[src/hw/rtl/hrsp_pkg.sv]
`default_nettype none
package hrsp_pkg;

    // Special bytes
    localparam logic [7:0] CHAR_CR    = 8'h0D;
    localparam logic [7:0] CHAR_LF    = 8'h0A;
    localparam logic [7:0] CHAR_SPACE = 8'h20;
    localparam logic [7:0] CHAR_ZERO  = 8'h30;
    localparam logic [7:0] CHAR_ONE   = 8'h31;

    // Parse phases
    localparam logic [1:0] PH_REQ  = 2'd0;
    localparam logic [1:0] PH_HDR  = 2'd1;
    localparam logic [1:0] PH_BODY = 2'd2;

    // Request line fields
    localparam logic [1:0] FLD_METHOD  = 2'd0;
    localparam logic [1:0] FLD_PATH    = 2'd1;
    localparam logic [1:0] FLD_VERSION = 2'd2;
    localparam logic [1:0] FLD_DONE    = 2'd3;

    // Match position marks
    localparam logic [4:0] POS_MAX    = 5'd31;
    localparam logic [4:0] DEAD_LINE  = 5'd31;
    localparam logic [4:0] PREFIX_LEN = 5'd15;
    localparam logic [4:0] VER_STEM   = 5'd7;
    localparam logic [4:0] LEN_GET    = 5'd3;
    localparam logic [4:0] LEN_POST   = 5'd4;
    localparam logic [4:0] LEN_HEAD   = 5'd4;

    // Result kinds and codes
    localparam logic       KIND_KEY  = 1'b0;
    localparam logic       KIND_DONE = 1'b1;
    localparam logic [1:0] METHOD_NONE = 2'd0;
    localparam logic [1:0] METHOD_GET  = 2'd1;
    localparam logic [1:0] METHOD_POST = 2'd2;
    localparam logic [1:0] METHOD_HEAD = 2'd3;
    localparam logic [1:0] VER_NONE = 2'd0;
    localparam logic [1:0] VER_10   = 2'd1;
    localparam logic [1:0] VER_11   = 2'd2;

    typedef struct packed {
        logic        kind;
        logic [7:0]  key;
        logic [1:0]  method;
        logic [1:0]  version;
        logic [31:0] length;
        logic        overflow;
        logic        key_empty;
    } res_t;

    function automatic logic [7:0] get_char(input logic [1:0] pos);
        case (pos)
            2'd0:    get_char = "G";
            2'd1:    get_char = "E";
            2'd2:    get_char = "T";
            default: get_char = 8'h00;
        endcase
    endfunction

    function automatic logic [7:0] post_char(input logic [1:0] pos);
        case (pos)
            2'd0:    post_char = "P";
            2'd1:    post_char = "O";
            2'd2:    post_char = "S";
            default: post_char = "T";
        endcase
    endfunction

    function automatic logic [7:0] head_char(input logic [1:0] pos);
        case (pos)
            2'd0:    head_char = "H";
            2'd1:    head_char = "E";
            2'd2:    head_char = "A";
            default: head_char = "D";
        endcase
    endfunction

    // "HTTP/1." stem
    function automatic logic [7:0] ver_char(input logic [2:0] pos);
        case (pos)
            3'd0:    ver_char = "H";
            3'd1:    ver_char = "T";
            3'd2:    ver_char = "T";
            3'd3:    ver_char = "P";
            3'd4:    ver_char = "/";
            3'd5:    ver_char = "1";
            3'd6:    ver_char = ".";
            default: ver_char = 8'h00;
        endcase
    endfunction

    // "CONTENT-LENGTH:"
    function automatic logic [7:0] hdr_char(input logic [3:0] pos);
        case (pos)
            4'd0:    hdr_char = "C";
            4'd1:    hdr_char = "O";
            4'd2:    hdr_char = "N";
            4'd3:    hdr_char = "T";
            4'd4:    hdr_char = "E";
            4'd5:    hdr_char = "N";
            4'd6:    hdr_char = "T";
            4'd7:    hdr_char = "-";
            4'd8:    hdr_char = "L";
            4'd9:    hdr_char = "E";
            4'd10:   hdr_char = "N";
            4'd11:   hdr_char = "G";
            4'd12:   hdr_char = "T";
            4'd13:   hdr_char = "H";
            4'd14:   hdr_char = ":";
            default: hdr_char = 8'h00;
        endcase
    endfunction

endpackage
`default_nettype wire

[src/hw/rtl/http_request_stream_parser_top.sv]
// Result beats are registered in the output register or, on a stall, in the skid stage.
// Throughput: one input beat per cycle while s_ready is high, one registered pass per byte.
// An output register plus a one-entry skid stage let input beats keep flowing while a
// result waits; s_ready drops only while the skid stage holds a result.
// Reset: synchronous, active-low aresetn clears the parser state and both result valid flags.
`default_nettype none
module http_request_stream_parser_top
    import hrsp_pkg::*;
#(
    parameter int LENGTH_BITS = 32
) (
    input  wire logic        aclk,
    input  wire logic        aresetn,
    input  wire logic        s_valid,
    output      logic        s_ready,
    input  wire logic [7:0]  s_data_byte,
    output      logic        m_valid,
    input  wire logic        m_ready,
    output      logic        m_result_kind,
    output      logic [7:0]  m_key_byte,
    output      logic [1:0]  m_method_code,
    output      logic [1:0]  m_version_code,
    output      logic [31:0] m_body_length,
    output      logic        m_length_overflow,
    output      logic        m_key_was_empty
);

    localparam logic [LENGTH_BITS-1:0] LEN_MAX = '1;

    // Parser state
    logic [1:0]             phase_reg, phase_next;
    logic [1:0]             field_reg, field_next;
    logic [4:0]             pos_reg, pos_next;
    logic [2:0]             mcand_reg, mcand_next;
    logic [1:0]             vcand_reg, vcand_next;
    logic [1:0]             method_reg, method_next;
    logic [1:0]             version_reg, version_next;
    logic                   prev_cr_reg, prev_cr_next;
    logic                   line_start_reg, line_start_next;
    logic                   len_active_reg, len_active_next;
    logic [LENGTH_BITS-1:0] acc_reg, acc_next;
    logic [LENGTH_BITS-1:0] remain_reg, remain_next;
    logic                   ovf_reg, ovf_next;
    logic                   key_empty_reg, key_empty_next;

    // Result stages
    res_t out_reg;
    logic out_valid_reg;
    res_t skid_reg;
    logic skid_valid_reg;

    logic in_accept;
    logic has_res;
    res_t res;
    logic [LENGTH_BITS+31:0] acc_ext;

    assign s_ready   = !skid_valid_reg;
    assign in_accept = s_valid && s_ready;
    // Report the low 32 bits of the counter, zero-extended when the counter is narrower
    assign acc_ext   = {32'd0, acc_reg};

    always_comb begin
        logic [7:0]             up;
        logic [LENGTH_BITS+3:0] scaled;
        logic                   restart;
        logic                   is_cr;
        logic [1:0]             vc;

        up = (s_data_byte inside {["a":"z"]}) ? (s_data_byte - 8'd32) : s_data_byte;
        // acc * 10 + digit, with four spare bits to spot overflow
        scaled = {1'b0, acc_reg, 3'b000} + {3'b000, acc_reg, 1'b0}
               + {{LENGTH_BITS{1'b0}}, s_data_byte[3:0]};
        is_cr   = (s_data_byte == CHAR_CR);
        restart = 1'b0;
        vc      = vcand_reg;

        phase_next      = phase_reg;
        field_next      = field_reg;
        pos_next        = pos_reg;
        mcand_next      = mcand_reg;
        vcand_next      = vcand_reg;
        method_next     = method_reg;
        version_next    = version_reg;
        prev_cr_next    = prev_cr_reg;
        line_start_next = line_start_reg;
        len_active_next = len_active_reg;
        acc_next        = acc_reg;
        remain_next     = remain_reg;
        ovf_next        = ovf_reg;
        key_empty_next  = key_empty_reg;
        has_res         = 1'b0;
        res             = '0;

        if (in_accept) begin
            if (phase_reg == PH_BODY) begin
                // Skip body bytes; the last one completes the request
                if (remain_reg != '0) begin
                    remain_next = remain_reg - LENGTH_BITS'(1);
                end
                if (remain_next == '0) begin
                    restart = 1'b1;
                end
            end else if (s_data_byte == CHAR_LF && prev_cr_reg) begin
                // Line end
                prev_cr_next    = 1'b0;
                line_start_next = 1'b1;
                pos_next        = '0;
                len_active_next = 1'b0;
                if (phase_reg == PH_REQ) begin
                    phase_next = PH_HDR;
                end else if (line_start_reg) begin
                    // Empty line: body starts, or the request completes here if the length is zero
                    remain_next = acc_reg;
                    if (acc_reg == '0) begin
                        restart = 1'b1;
                    end else begin
                        phase_next = PH_BODY;
                    end
                end
            end else begin
                line_start_next = line_start_reg && !prev_cr_reg && is_cr;
                prev_cr_next    = is_cr;
                if (phase_reg == PH_REQ) begin
                    case (field_reg)
                        FLD_METHOD: begin
                            if (s_data_byte == CHAR_SPACE) begin
                                // First live candidate whose whole name was seen
                                if (mcand_reg[0] && pos_reg >= LEN_GET) begin
                                    method_next = METHOD_GET;
                                end else if (mcand_reg[1] && pos_reg >= LEN_POST) begin
                                    method_next = METHOD_POST;
                                end else if (mcand_reg[2] && pos_reg >= LEN_HEAD) begin
                                    method_next = METHOD_HEAD;
                                end else begin
                                    method_next = METHOD_NONE;
                                end
                                field_next = FLD_PATH;
                                pos_next   = '0;
                            end else begin
                                if (pos_reg < LEN_GET && up != get_char(pos_reg[1:0])) begin
                                    mcand_next[0] = 1'b0;
                                end
                                if (pos_reg < LEN_POST && up != post_char(pos_reg[1:0])) begin
                                    mcand_next[1] = 1'b0;
                                end
                                if (pos_reg < LEN_HEAD && up != head_char(pos_reg[1:0])) begin
                                    mcand_next[2] = 1'b0;
                                end
                                if (pos_reg < POS_MAX) begin
                                    pos_next = pos_reg + 5'd1;
                                end
                            end
                        end
                        FLD_PATH: begin
                            if (pos_reg == '0) begin
                                // Drop the first path byte (the leading slash) without checking it
                                pos_next = 5'd1;
                            end else if (s_data_byte == CHAR_SPACE || is_cr) begin
                                field_next = FLD_VERSION;
                                pos_next   = '0;
                            end else begin
                                key_empty_next = 1'b0;
                                has_res        = 1'b1;
                                res.kind       = KIND_KEY;
                                res.key        = s_data_byte;
                            end
                        end
                        FLD_VERSION: begin
                            if (pos_reg < VER_STEM) begin
                                if (up != ver_char(pos_reg[2:0])) begin
                                    vc = 2'b00;
                                end
                            end else begin
                                if (s_data_byte != CHAR_ONE) begin
                                    vc[0] = 1'b0;
                                end
                                if (s_data_byte != CHAR_ZERO) begin
                                    vc[1] = 1'b0;
                                end
                            end
                            vcand_next = vc;
                            pos_next   = pos_reg + 5'd1;
                            if (pos_reg >= VER_STEM) begin
                                version_next = vc[0] ? VER_11 : (vc[1] ? VER_10 : VER_NONE);
                                field_next   = FLD_DONE;
                                pos_next     = '0;
                            end
                        end
                        default: begin
                        end
                    endcase
                end else begin
                    // Header line
                    if (len_active_reg) begin
                        if (is_cr) begin
                            len_active_next = 1'b0;
                        end else if ((s_data_byte inside {["0":"9"]}) && !ovf_reg) begin
                            if (scaled[LENGTH_BITS+3:LENGTH_BITS] != 4'd0) begin
                                acc_next = LEN_MAX;
                                ovf_next = 1'b1;
                            end else begin
                                acc_next = scaled[LENGTH_BITS-1:0];
                            end
                        end
                    end else if (pos_reg < PREFIX_LEN) begin
                        if (up == hdr_char(pos_reg[3:0])) begin
                            pos_next = pos_reg + 5'd1;
                            if (pos_next == PREFIX_LEN) begin
                                len_active_next = 1'b1;
                            end
                        end else begin
                            pos_next = DEAD_LINE;
                        end
                    end
                end
            end
        end

        if (restart) begin
            // Emit the completion beat from the current state, then start over
            has_res       = 1'b1;
            res.kind      = KIND_DONE;
            res.key       = 8'd0;
            res.method    = method_reg;
            res.version   = version_reg;
            res.length    = acc_ext[31:0];
            res.overflow  = ovf_reg;
            res.key_empty = key_empty_reg;

            phase_next      = PH_REQ;
            field_next      = FLD_METHOD;
            pos_next        = '0;
            mcand_next      = 3'b111;
            vcand_next      = 2'b11;
            method_next     = METHOD_NONE;
            version_next    = VER_NONE;
            prev_cr_next    = 1'b0;
            line_start_next = 1'b1;
            len_active_next = 1'b0;
            acc_next        = '0;
            remain_next     = '0;
            ovf_next        = 1'b0;
            key_empty_next  = 1'b1;
        end
    end

    always_ff @(posedge aclk) begin
        if (!aresetn) begin
            phase_reg      <= PH_REQ;
            field_reg      <= FLD_METHOD;
            pos_reg        <= '0;
            mcand_reg      <= 3'b111;
            vcand_reg      <= 2'b11;
            method_reg     <= METHOD_NONE;
            version_reg    <= VER_NONE;
            prev_cr_reg    <= 1'b0;
            line_start_reg <= 1'b1;
            len_active_reg <= 1'b0;
            acc_reg        <= '0;
            remain_reg     <= '0;
            ovf_reg        <= 1'b0;
            key_empty_reg  <= 1'b1;
        end else begin
            phase_reg      <= phase_next;
            field_reg      <= field_next;
            pos_reg        <= pos_next;
            mcand_reg      <= mcand_next;
            vcand_reg      <= vcand_next;
            method_reg     <= method_next;
            version_reg    <= version_next;
            prev_cr_reg    <= prev_cr_next;
            line_start_reg <= line_start_next;
            len_active_reg <= len_active_next;
            acc_reg        <= acc_next;
            remain_reg     <= remain_next;
            ovf_reg        <= ovf_next;
            key_empty_reg  <= key_empty_next;
        end
    end

    // Result stage control: the output register takes a new result when it is free or
    // being drained; otherwise the result parks in the skid stage.
    always_ff @(posedge aclk) begin
        if (!aresetn) begin
            out_valid_reg  <= 1'b0;
            skid_valid_reg <= 1'b0;
        end else if (skid_valid_reg) begin
            if (m_ready) begin
                out_valid_reg  <= 1'b1;
                skid_valid_reg <= 1'b0;
            end
        end else if (has_res) begin
            if (out_valid_reg && !m_ready) begin
                skid_valid_reg <= 1'b1;
            end else begin
                out_valid_reg <= 1'b1;
            end
        end else if (m_ready) begin
            out_valid_reg <= 1'b0;
        end
    end

    // Payload: no reset
    always_ff @(posedge aclk) begin
        if (skid_valid_reg) begin
            if (m_ready) begin
                out_reg <= skid_reg;
            end
        end else if (has_res) begin
            if (out_valid_reg && !m_ready) begin
                skid_reg <= res;
            end else begin
                out_reg <= res;
            end
        end
    end

    assign m_valid           = out_valid_reg;
    assign m_result_kind     = out_reg.kind;
    assign m_key_byte        = out_reg.key;
    assign m_method_code     = out_reg.method;
    assign m_version_code    = out_reg.version;
    assign m_body_length     = out_reg.length;
    assign m_length_overflow = out_reg.overflow;
    assign m_key_was_empty   = out_reg.key_empty;

`ifndef SYNTHESIS
    // A parked result always has one ahead of it in the output register
    a_skid_behind_out: assert property (@(posedge aclk) disable iff (!aresetn)
        skid_valid_reg |-> out_valid_reg)
        else $error("skid stage holds a beat while output register is empty");

    // Body skipping never idles with nothing left to skip
    a_body_nonzero: assert property (@(posedge aclk) disable iff (!aresetn)
        (phase_reg == PH_BODY) |-> (remain_reg != '0))
        else $error("body phase with zero bytes remaining");

    // Digit scan only runs in a header line whose prefix fully matched
    a_len_active: assert property (@(posedge aclk) disable iff (!aresetn)
        len_active_reg |-> (phase_reg == PH_HDR && pos_reg == PREFIX_LEN))
        else $error("length scan active outside a matched header line");

    // Overflow pins the counter at its maximum
    a_ovf_sat: assert property (@(posedge aclk) disable iff (!aresetn)
        ovf_reg |-> (acc_reg == LEN_MAX))
        else $error("overflow flag set without saturated counter");
`endif

endmodule
`default_nettype wire
[config.mk]
export PLATFORM = sky130hd
export DESIGN_NAME = http_request_stream_parser_top
export DESIGN_NICKNAME = d
export VERILOG_FILES = /design/src/hw/rtl/hrsp_pkg.sv /design/src/hw/rtl/http_request_stream_parser_top.sv
export SDC_FILE = /design/constraint.sdc
export NUM_CORES = 1
export LEC_CHECK = 0
export BUFFER_PORTS_ARGS = -buffer_cell sky130_fd_sc_hd__buf_2
export CORE_MARGIN = 10
export CORE_UTILIZATION = 61
export CTS_CLUSTER_DIAMETER = 200
export CTS_CLUSTER_SIZE = 25
export DETAILED_ROUTE_END_ITERATION = 8
export MAX_ROUTING_LAYER = met4
export PLACE_DENSITY = 0.79
export SLEW_MARGIN = 20
export SYNTH_ARGS = -nofsm -noshare
export SYNTH_HDL_FRONTEND = slang
export SYNTH_SLANG_ARGS = --single-unit
export TNS_END_PERCENT = 10
[constraint.sdc]
create_clock -name aclk -period 9.5 [get_ports aclk]
set_input_delay 0.95 -clock aclk [delete_from_list [all_inputs] [get_ports aclk]]
set_output_delay 0.95 -clock aclk [all_outputs]
set_load 0.05 [all_outputs]
==> results of run 1 <==
-- per-layer routing --
layer / vias up / wire length, um / GRT usage (%)
li1: 4947 / - / -
met1: 4890 / 13770 / 32.04
met2: 395 / 13860 / 36.45
met3: 44 / 2525 / 4.859
met4: 0 / 497 / 6.093
met5: - / 0 / -
-- final cells by class --
cell class,instances,area share (%)
clock buffers,17,3.270
clock inverters,15,1.673
inverters,39,1.125
multi-input cells,1009,51.90
flip-flops and latches,190,36.48
well taps,265,2.549
repair buffers,72,3.001
-- worst max path at each step --
stage / startpoint / endpoint / slack [ns] / cells past startpoint
final: remain_reg[0] / skid_reg[29] / 4.38 / 13
after global routing: remain_reg[0] / skid_reg[28] / 4.02 / 13
after CTS: remain_reg[0] / skid_reg[28] / 4.40 / 13
after global placement: s_data_byte[4] / skid_reg[28] / 4.32 / 13
after floorplan: remain_reg[0] / skid_reg[0] / 2.04 / 14
after detailed placement: s_data_byte[3] / skid_reg[30] / 4.25 / 13
-- layout by cell type (no fill, tap or decap), types with 7 or more instances in the layout --
| cell type | synthesis | routed |
|---|---|---|
| nor2_1 | 146 | 146 |
| nand2_1 | 95 | 95 |
| dfxtp_1 | 96 | 95 |
| edfxtp_1 | 94 | 94 |
| ha_1 | 81 | 81 |
| a21oi_1 | 79 | 78 |
| o21ai_0 | 69 | 68 |
| buf_2 | 12 | 60 |
| a21o_1 | 58 | 58 |
| and2_1 | 47 | 47 |
| a211oi_1 | 40 | 40 |
| inv_1 | 38 | 38 |
| xnor2_1 | 32 | 32 |
| nor4_1 | 28 | 28 |
| nor3_1 | 28 | 27 |
| nand3_1 | 21 | 21 |
| or3_1 | 20 | 20 |
| nand4_1 | 19 | 19 |
| o31ai_1 | 18 | 18 |
| a22oi_1 | 18 | 18 |
| clkbuf_16 | 0 | 17 |
| xor2_1 | 16 | 16 |
| a31oi_1 | 14 | 14 |
| o22ai_1 | 13 | 13 |
| buf_4 | 5 | 12 |
| mux2i_1 | 11 | 11 |
| or4_1 | 9 | 9 |
| o211ai_1 | 8 | 8 |
| o21a_1 | 7 | 7 |
| nor2b_1 | 7 | 7 |
| and3_1 | 7 | 7 |
-- per-stage QoR --
step	total power [W]	instance area [um2]	utilization [%]	setup WS, ns	hold slack (ns)
2_1_floorplan	0.0009344	11930	-	2.036	0.4307
3_3_place_gp	0.0009502	12370	63.96	4.320	0.4503
3_5_place_dp	0.0009518	12370	63.96	4.246	0.4646
4_1_cts	0.001709	13010	67.29	4.399	0.4840
5_1_grt	0.001747	13010	67.29	4.022	0.5103
6_report	0.001704	13010	67.29	4.379	0.4782
-- kinds of logic after synthesis --
logic type                 count (synthesis)  synth area share, %
buffers and inverters                    114                3.935
AOI/OAI and AO/OA                        394                22.61
xor gates and xnor gates                  48                3.525
muxes                                     13                1.112
and+or+nand+nor                          471                20.20
DFF                                      190                39.79
adders and majority gates                 83                8.834
-- where the power goes --
part | switching (W) | internal, W | total [W]
logic | 0.0000479 | 0.0000267 | 0.0000747
clock network | 0.000379 | 0.000391 | 0.000769
registers | 0.00000480 | 0.000855 | 0.000860
-- worst min-delay path, cell delays in order, from the launching register on --
cell	delay, ns
dfxtp_1	0.33
a21oi_1	0.06
nand2_1	0.06
-- synthesized netlist by cell type (8+ instances only) --
cell | instances | share of area (%)
clkbuf_1 | 55 | 1.7
a211oi_1 | 40 | 2.5
mux2i_1 | 11 | 0.92
nor2_1 | 146 | 4.6
a21oi_1 | 79 | 3.3
o211ai_1 | 8 | 0.50
nand3_1 | 21 | 0.88
or4_1 | 9 | 0.57
xnor2_1 | 32 | 2.4
nor3_1 | 28 | 1.2
o31ai_1 | 18 | 1.1
ha_1 | 81 | 8.5
a31oi_1 | 14 | 0.73
or3_1 | 20 | 1.0
a22oi_1 | 18 | 1.1
inv_1 | 38 | 1.2
nor4_1 | 28 | 1.5
a21o_1 | 58 | 3.7
nand2_1 | 95 | 3.0
o22ai_1 | 13 | 0.68
xor2_1 | 16 | 1.2
dfxtp_1 | 96 | 16
edfxtp_1 | 94 | 24
o21ai_0 | 69 | 2.9
buf_2 | 12 | 0.50
nand4_1 | 19 | 1.0
and2_1 | 47 | 2.5
==> impl_results.rst, run 1 <==
.. list-table::
   :header-rows: 1

   * - Metric
     - Value
   * - Vertical die dimension
     - around 160 um
   * - Buffer levels on the longest clock path
     - 2
   * - Yosys warning total
     - 0
   * - Worst Setup Path Type
     - flop to flop
   * - Clock-pin slew on the worst setup and hold paths
     - 0.08 ns
   * - Antenna diode count
     - 0
   * - Horizontal die dimension
     - 159.8 um
   * - CTS sink count
     - 190
   * - Mean number of vias per cell
     - about 6.4
   * - Number of slew-limit violations in the final report
     - 0
   * - Multi-input logic area
     - 6753 um2
   * - Post-synthesis sequential area ratio
     - 39.79%
   * - Wire length of the first global-routing pass
     - 49670 um
   * - Share of cells above drive strength 1
     - between 10 and 15%
   * - Cell Rows
     - between 50 and 60
   * - Master cell of the clock root buffer
     - clkbuf_16
   * - RSZ-0062 raised after global routing
     - false
   * - Post-layout instance count excluding filler cells
     - 1607
   * - Number of H-tree levels
     - 4
   * - Number of CTS-inserted buffers
     - 17
   * - Leftover overflow at the end of global routing
     - 0
   * - Setup violations, final
     - 0
   * - Worst Hold Depth
     - 2
   * - R2R depth
     - 13
   * - Final-report hold violation count
     - 0
   * - Count of flip-flops with a built-in enable after synthesis
     - 94
   * - All-Layer GR Usage
     - between 20% and 30%
   * - Initial detailed-routing violation count
     - 1074
   * - Path type of the worst min-delay path
     - flop to flop
   * - Synthesized netlist cell count
     - between 1000 and 1500
   * - Slowest Stage Delay on Critical Path
     - between 0.5 and 0.6 ns
   * - Mean Syn Cell Area
     - between 9 and 10 um2
   * - Launch point of the worst hold path
     - vcand_reg[0]
   * - Flop and latch count out of synthesis
     - 190
   * - Number of flip-flops in the largest register
     - 47
   * - Measured slew at the worst slew-check pin
     - 1.083 ns
   * - Area of the die
     - 25540 um2
   * - Vias after detailed routing
     - 10280
   * - Data required, critical path
     - between 9 and 10 ns
   * - Final worst-path cycle share
     - 53.90%
   * - Placed Instances
     - about 1600
   * - Mean routed wirelength per cell
     - 19.07 um
   * - Detailed Route WL
     - 30650 um
   * - Area of the mapped netlist
     - 11930 um2
   * - Number of buffer cells added on primary ports
     - 60
   * - Cell seen most often among critical-path stages
     - buf_4
   * - Top achievable clock speed
     - 195.3 MHz
   * - Type of element capturing the critical path
     - flop
   * - Cell type group with the largest total delay on the critical path
     - simple AND/OR/NAND/NOR gates
   * - Clock tree from TritonCTS
     - yes
   * - CTS-repair resized insts
     - 0
   * - Number of buffer and inverter stages on the critical path
     - 3
   * - Number of fillers in the final layout
     - 1575
   * - Run status
     - complete, no violations
   * - Top FF cell, synth
     - dfxtp_1
   * - WHS Endpoint
     - vcand_reg[0]
   * - Worst Path Arrival
     - 5.20 ns
   * - Placeable Area
     - 19330 um2
   * - Worst-path maximum fanout
     - 47
   * - Area added between synthesis and finish
     - 9.097%
   * - Total power per unit cell area
     - 131.0 nW/um2
   * - Number of global-route vias before repair
     - around 9500
   * - Reg area
     - 4746 um2
   * - Clock latency on the worst-skew pair
     - 0.44 ns
   * - Startpoint of the lowest-slack register-to-register path
     - remain_reg[0]
   * - Routability Congestion
     - 0.9480
   * - Number of iterations in the first detailed-routing pass
     - 6
   * - Period minus WS final
     - 5.121 ns
   * - Peak supply drop
     - 113.2 uV
   * - Post-Route Setup TNS
     - 0 ns
   * - Worst-case register-to-register setup slack
     - 4.38 ns
   * - Max Cap Violations
     - 0
   * - Number of remaining DRC errors
     - 0
   * - Initial core utilization
     - 61.68%
   * - Net count of the mapped netlist
     - 1408
   * - Max_slew headroom
     - 27.54%
   * - Slowest cell on the critical path
     - or4b_1
   * - Share of synthesized flip-flops with an asynchronous set or reset
     - 0%
   * - Total half-perimeter wirelength after legalization and detailed placement
     - 21470 um
   * - Cell-by-cell trace of the critical path
     - inv_1 -> ha_1 -> or4b_1 -> or3_4 -> nor4_1 -> xnor2_1 -> o2111ai_1 -> or4_4 -> o21ai_4 -> buf_4 -> nor2_1 -> nor3b_2 -> buf_4
   * - Capture point of the worst reg-to-reg path
     - skid_reg[29]
   * - Largest net degree at the start of global routing
     - 78
   * - Total setup buffers inserted after CTS
     - 0
   * - Hold buffer count at CTS
     - 0
   * - Max Clock Skew
     - 0.01375 ns
   * - Number of top-level design ports
     - 61
   * - Residual antenna-violating net count after detailed routing
     - 0
   * - Net total in the final layout
     - 1424
   * - Leak
     - about 5.5 nW
   * - Number of unique standard cell types used by synthesis
     - 87
   * - Category of the worst setup path launch point
     - flop
   * - Number of antenna violations at the first check in global routing
     - 0
Power figures use the tool's default switching activity.
==> inputs of run 2 (changes only) <==
CORE_UTILIZATION = 56   (was 61)
PLACE_DENSITY = 0.77   (was 0.79)
clock period = 4.2 ns   (was 9.5 ns; I/O delays follow)
==> run 2 against run 1 <==
Clock power up 120%. Die area rose by 7.8%. Power rose by 120%. Utilization is 1.9 points lower. Setup slack got worse by 4.2 ns. Clock skew hardly changed. First-iteration DRC count down 15%. Largest power group unchanged. Highest routed layer unchanged.
==> impl_results.rst, run 2 (synthesis gave the netlist of run 1 again) <==
.. list-table::
   :header-rows: 1

   * - Metric
     - Value
   * - Top achievable clock speed
     - 248.5 MHz (+27%)
   * - Routability Congestion
     - 0.9919 (+4.6%)
   * - Vias after detailed routing
     - 10650 (+3.7%)
   * - Master cell of the clock root buffer
     - clkbuf_16
   * - Number of iterations in the first detailed-routing pass
     - 5 (-1)
   * - Number of H-tree levels
     - 4 (unchanged)
   * - Worst-path maximum fanout
     - 47 (unchanged)
   * - Startpoint of the lowest-slack register-to-register path
     - remain_reg[1]
   * - Mean number of vias per cell
     - 6.300 (-1.5%)
   * - Max Cap Violations
     - 0 (unchanged)
   * - Setup WS pre-CTS
     - 0.06222 ns (-4.183 ns)
   * - Leak
     - 5.885 nW (+7.1%)
   * - Buffer levels on the longest clock path
     - 2 (unchanged)
   * - Area added between synthesis and finish
     - 14.81%
   * - Number of CTS-inserted buffers
     - 17 (unchanged)
   * - Horizontal die dimension
     - 165.9 um (+3.8%)
   * - Multi-input logic area
     - 6845 um2 (+1.4%)
   * - Mean routed wirelength per cell
     - 18.77 um (-1.6%)
   * - Final worst-path cycle share
     - 95.80% (+42 points)
   * - Number of remaining DRC errors
     - 0 (unchanged)
   * - Final-report hold violation count
     - 0 (unchanged)
   * - Share of total power in the clock network
     - 44.1% (-1.1 points)
   * - Clock latency on the worst-skew pair
     - 0.45 ns (about the same)
   * - Placeable Area
     - 20960 um2 (+8.4%)
   * - Total power per unit cell area
     - 278.9 nW/um2 (+110%)
   * - Run status
     - complete, no violations
   * - Clock-pin slew on the worst setup and hold paths
     - 0.08 ns (about the same)
   * - Switching part of the total power
     - 25.85% (+0.52 points)
   * - Path type of the worst min-delay path
     - input pin to flop
   * - Most common library cell in the layout ignoring fill and taps
     - nor2_1
   * - Launch point of the worst hold path
     - m_ready
   * - Total Power
     - 0.003819 W (+120%)
   * - Critical Path Source
     - remain_reg[1]
   * - Setup violations, final
     - 0 (unchanged)
   * - Number of antenna violations at the first check in global routing
     - 1 (+1)
   * - Final worst slack
     - 0.1764 ns (-4.203 ns)
   * - Worst hold margin
     - 0.2300 ns (-0.2482 ns)
   * - Cell Rows
     - 53 (+3.9%)
   * - Number of top-level design ports
     - 61 (unchanged)
   * - Initial detailed-routing violation count
     - 909 (-15%)
   * - Leftover overflow at the end of global routing
     - 0 (unchanged)
   * - Data required, critical path
     - 4.33 ns (-5.25 ns)
   * - Max_slew headroom
     - 40.78% (+13 points)
   * - NetSw
     - 0.0009871 W (+130%)
   * - Detailed Route WL
     - 31740 um (+3.5%)
   * - Type of element capturing the critical path
     - flop
   * - Residual antenna-violating net count after detailed routing
     - 0 (unchanged)
   * - R2R depth
     - 13 (unchanged)
   * - Area of the die
     - 27530 um2 (+7.8%)
   * - Total half-perimeter wirelength after legalization and detailed placement
     - 23000 um (+7.1%)
   * - Wire length of the first global-routing pass
     - 52390 um (+5.5%)
   * - Number of slew-limit violations in the final report
     - 0 (unchanged)
   * - Share of cells above drive strength 1
     - 16.25% (+5.5 points)
   * - Worst-case register-to-register setup slack
     - 0.18 ns (-4.20 ns)
   * - Initial core utilization
     - 56.91% (-4.8 points)
   * - Peak supply drop
     - 254.7 uV (+130%)
   * - Vertical die dimension
     - 165.9 um (+3.8%)
   * - Largest net degree at the start of global routing
     - 69 (-12%)
   * - Category of the worst setup path launch point
     - flop
   * - Number of global-route vias before repair
     - 9985 (+5.7%)
   * - Leading cell types in the layout, fill and taps excluded
     - nor2_1 (143), nand2_1 (95), dfxtp_1 (94), edfxtp_1 (94)
   * - Worst Path Arrival
     - 4.15 ns (-1.05 ns)
   * - Number of flip-flops in the largest register
     - 47 (unchanged)
   * - Number of buffer cells added on primary ports
     - 60 (unchanged)
   * - Capture point of the worst reg-to-reg path
     - skid_reg[26]
   * - Worst Setup Path Type
     - flop to flop
   * - Measured slew at the worst slew-check pin
     - 0.8815 ns (-0.2013 ns)
   * - Post-Route Setup TNS
     - 0 ns (unchanged)
   * - Net total in the final layout
     - 1497 (+5.1%)
   * - Endpoint of the most critical setup path
     - skid_reg[26]
   * - Max Clock Skew
     - 0.01403 ns (+0.0002852 ns)
   * - Number of fillers in the final layout
     - 1746 (+11%)
   * - Period minus WS final
     - 4.024 ns (-1.097 ns)
   * - Clock tree from TritonCTS
     - yes
   * - All-Layer GR Usage
     - 23.18% (-0.73 points)
   * - Utilization after layout
     - 65.34% (-1.9 points)
   * - Hold buffer count at CTS
     - 0 (unchanged)
   * - Cell internal power dissipation
     - 0.002832 W (+120%)
   * - CTS sink count
     - 190 (unchanged)
   * - Proportion of power drawn by combinational gates
     - 5.0% (+0.6 points)
   * - Reg area
     - 4747 um2 (about the same)
   * - Portion of total power attributed to sequential cells
     - 50.9% (+0.4 points)
[run 2: cell types whose count changed in the layout (fill, tap and decap cells not counted), sizes merged]
cell / change
diode: +1
clkinvlp: +1
bufinv: -1
buf: +72
clkbuf: +1
[run 2: through the flow]
step | instance area (um2) | cells
after floorplan | 12010 | 1313
after global placement | 12950 | 1648
after detailed placement | 12950 | 1648
after CTS | 13570 | 1680
after global routing | 13690 | 1691
final | 13690 | 1691
[run 2: worst min-delay path by stage]
stage                     cells past startpoint  slack [ns]        endpoint
after global routing                          2        0.23  skid_valid_reg
final                                         2        0.23  skid_valid_reg
after detailed placement                      2        0.46    vcand_reg[0]
after global placement                        2        0.45    vcand_reg[0]
after floorplan                               2        0.43    vcand_reg[0]
after CTS                                     2        0.22  skid_valid_reg
[run 2: layer usage]
| layer | GRT usage, % | share of wire (%) | vias up |
|---|---|---|---|
| met5 | - | 0 | - |
| met1 | 31.57 | 46 | 5125 |
| met2 | 34.94 | 46 | 386 |
| met4 | 6.510 | 1.7 | 0 |
| met3 | 3.810 | 6.8 | 39 |
| li1 | - | - | 5104 |
[run 2: layout make-up]
type                            instances  area share [%]
Antenna cell                            1         0.01828
Clock buffer                           17           3.107
Clock inverter                         15           1.407
Inverter                               39           1.087
Multi-Input combinational cell       1009           50.00
Sequential cell                       190           34.67
Tap cell                              275           2.513
Timing Repair Buffer                  145           7.201
[run 2: power by group through the flow]
| stage | clock network [W] | logic [W] | registers (W) |
|---|---|---|---|
| after floorplan | 0 | 0.000128 | 0.00199 |
| after global placement | 0 | 0.000183 | 0.00199 |
| after detailed placement | 0 | 0.000186 | 0.00199 |
| after CTS | 0.00170 | 0.000187 | 0.00194 |
| after global routing | 0.00178 | 0.000211 | 0.00195 |
| final | 0.00168 | 0.000191 | 0.00194 |
[run 2: worst max-delay path: stages (launching register included)]
cell and delay, ns:
dfxtp_2 0.35, inv_1 0.11, ha_4 0.15, or4b_4 0.48, or3_4 0.46, clkbuf_2 0.17
nor3_2 0.21, xnor2_1 0.14, a31oi_1 0.09, or4_4 0.59, o21ai_4 0.24, nor2_4 0.10
nor3b_4 0.28, buf_12 0.28
[run 2: timing repair]
action | in CTS | in global routing
setup buffers | 0 | 10
endpoints found under the setup margin | 0 | 89
gates resized for setup | 0 | 9
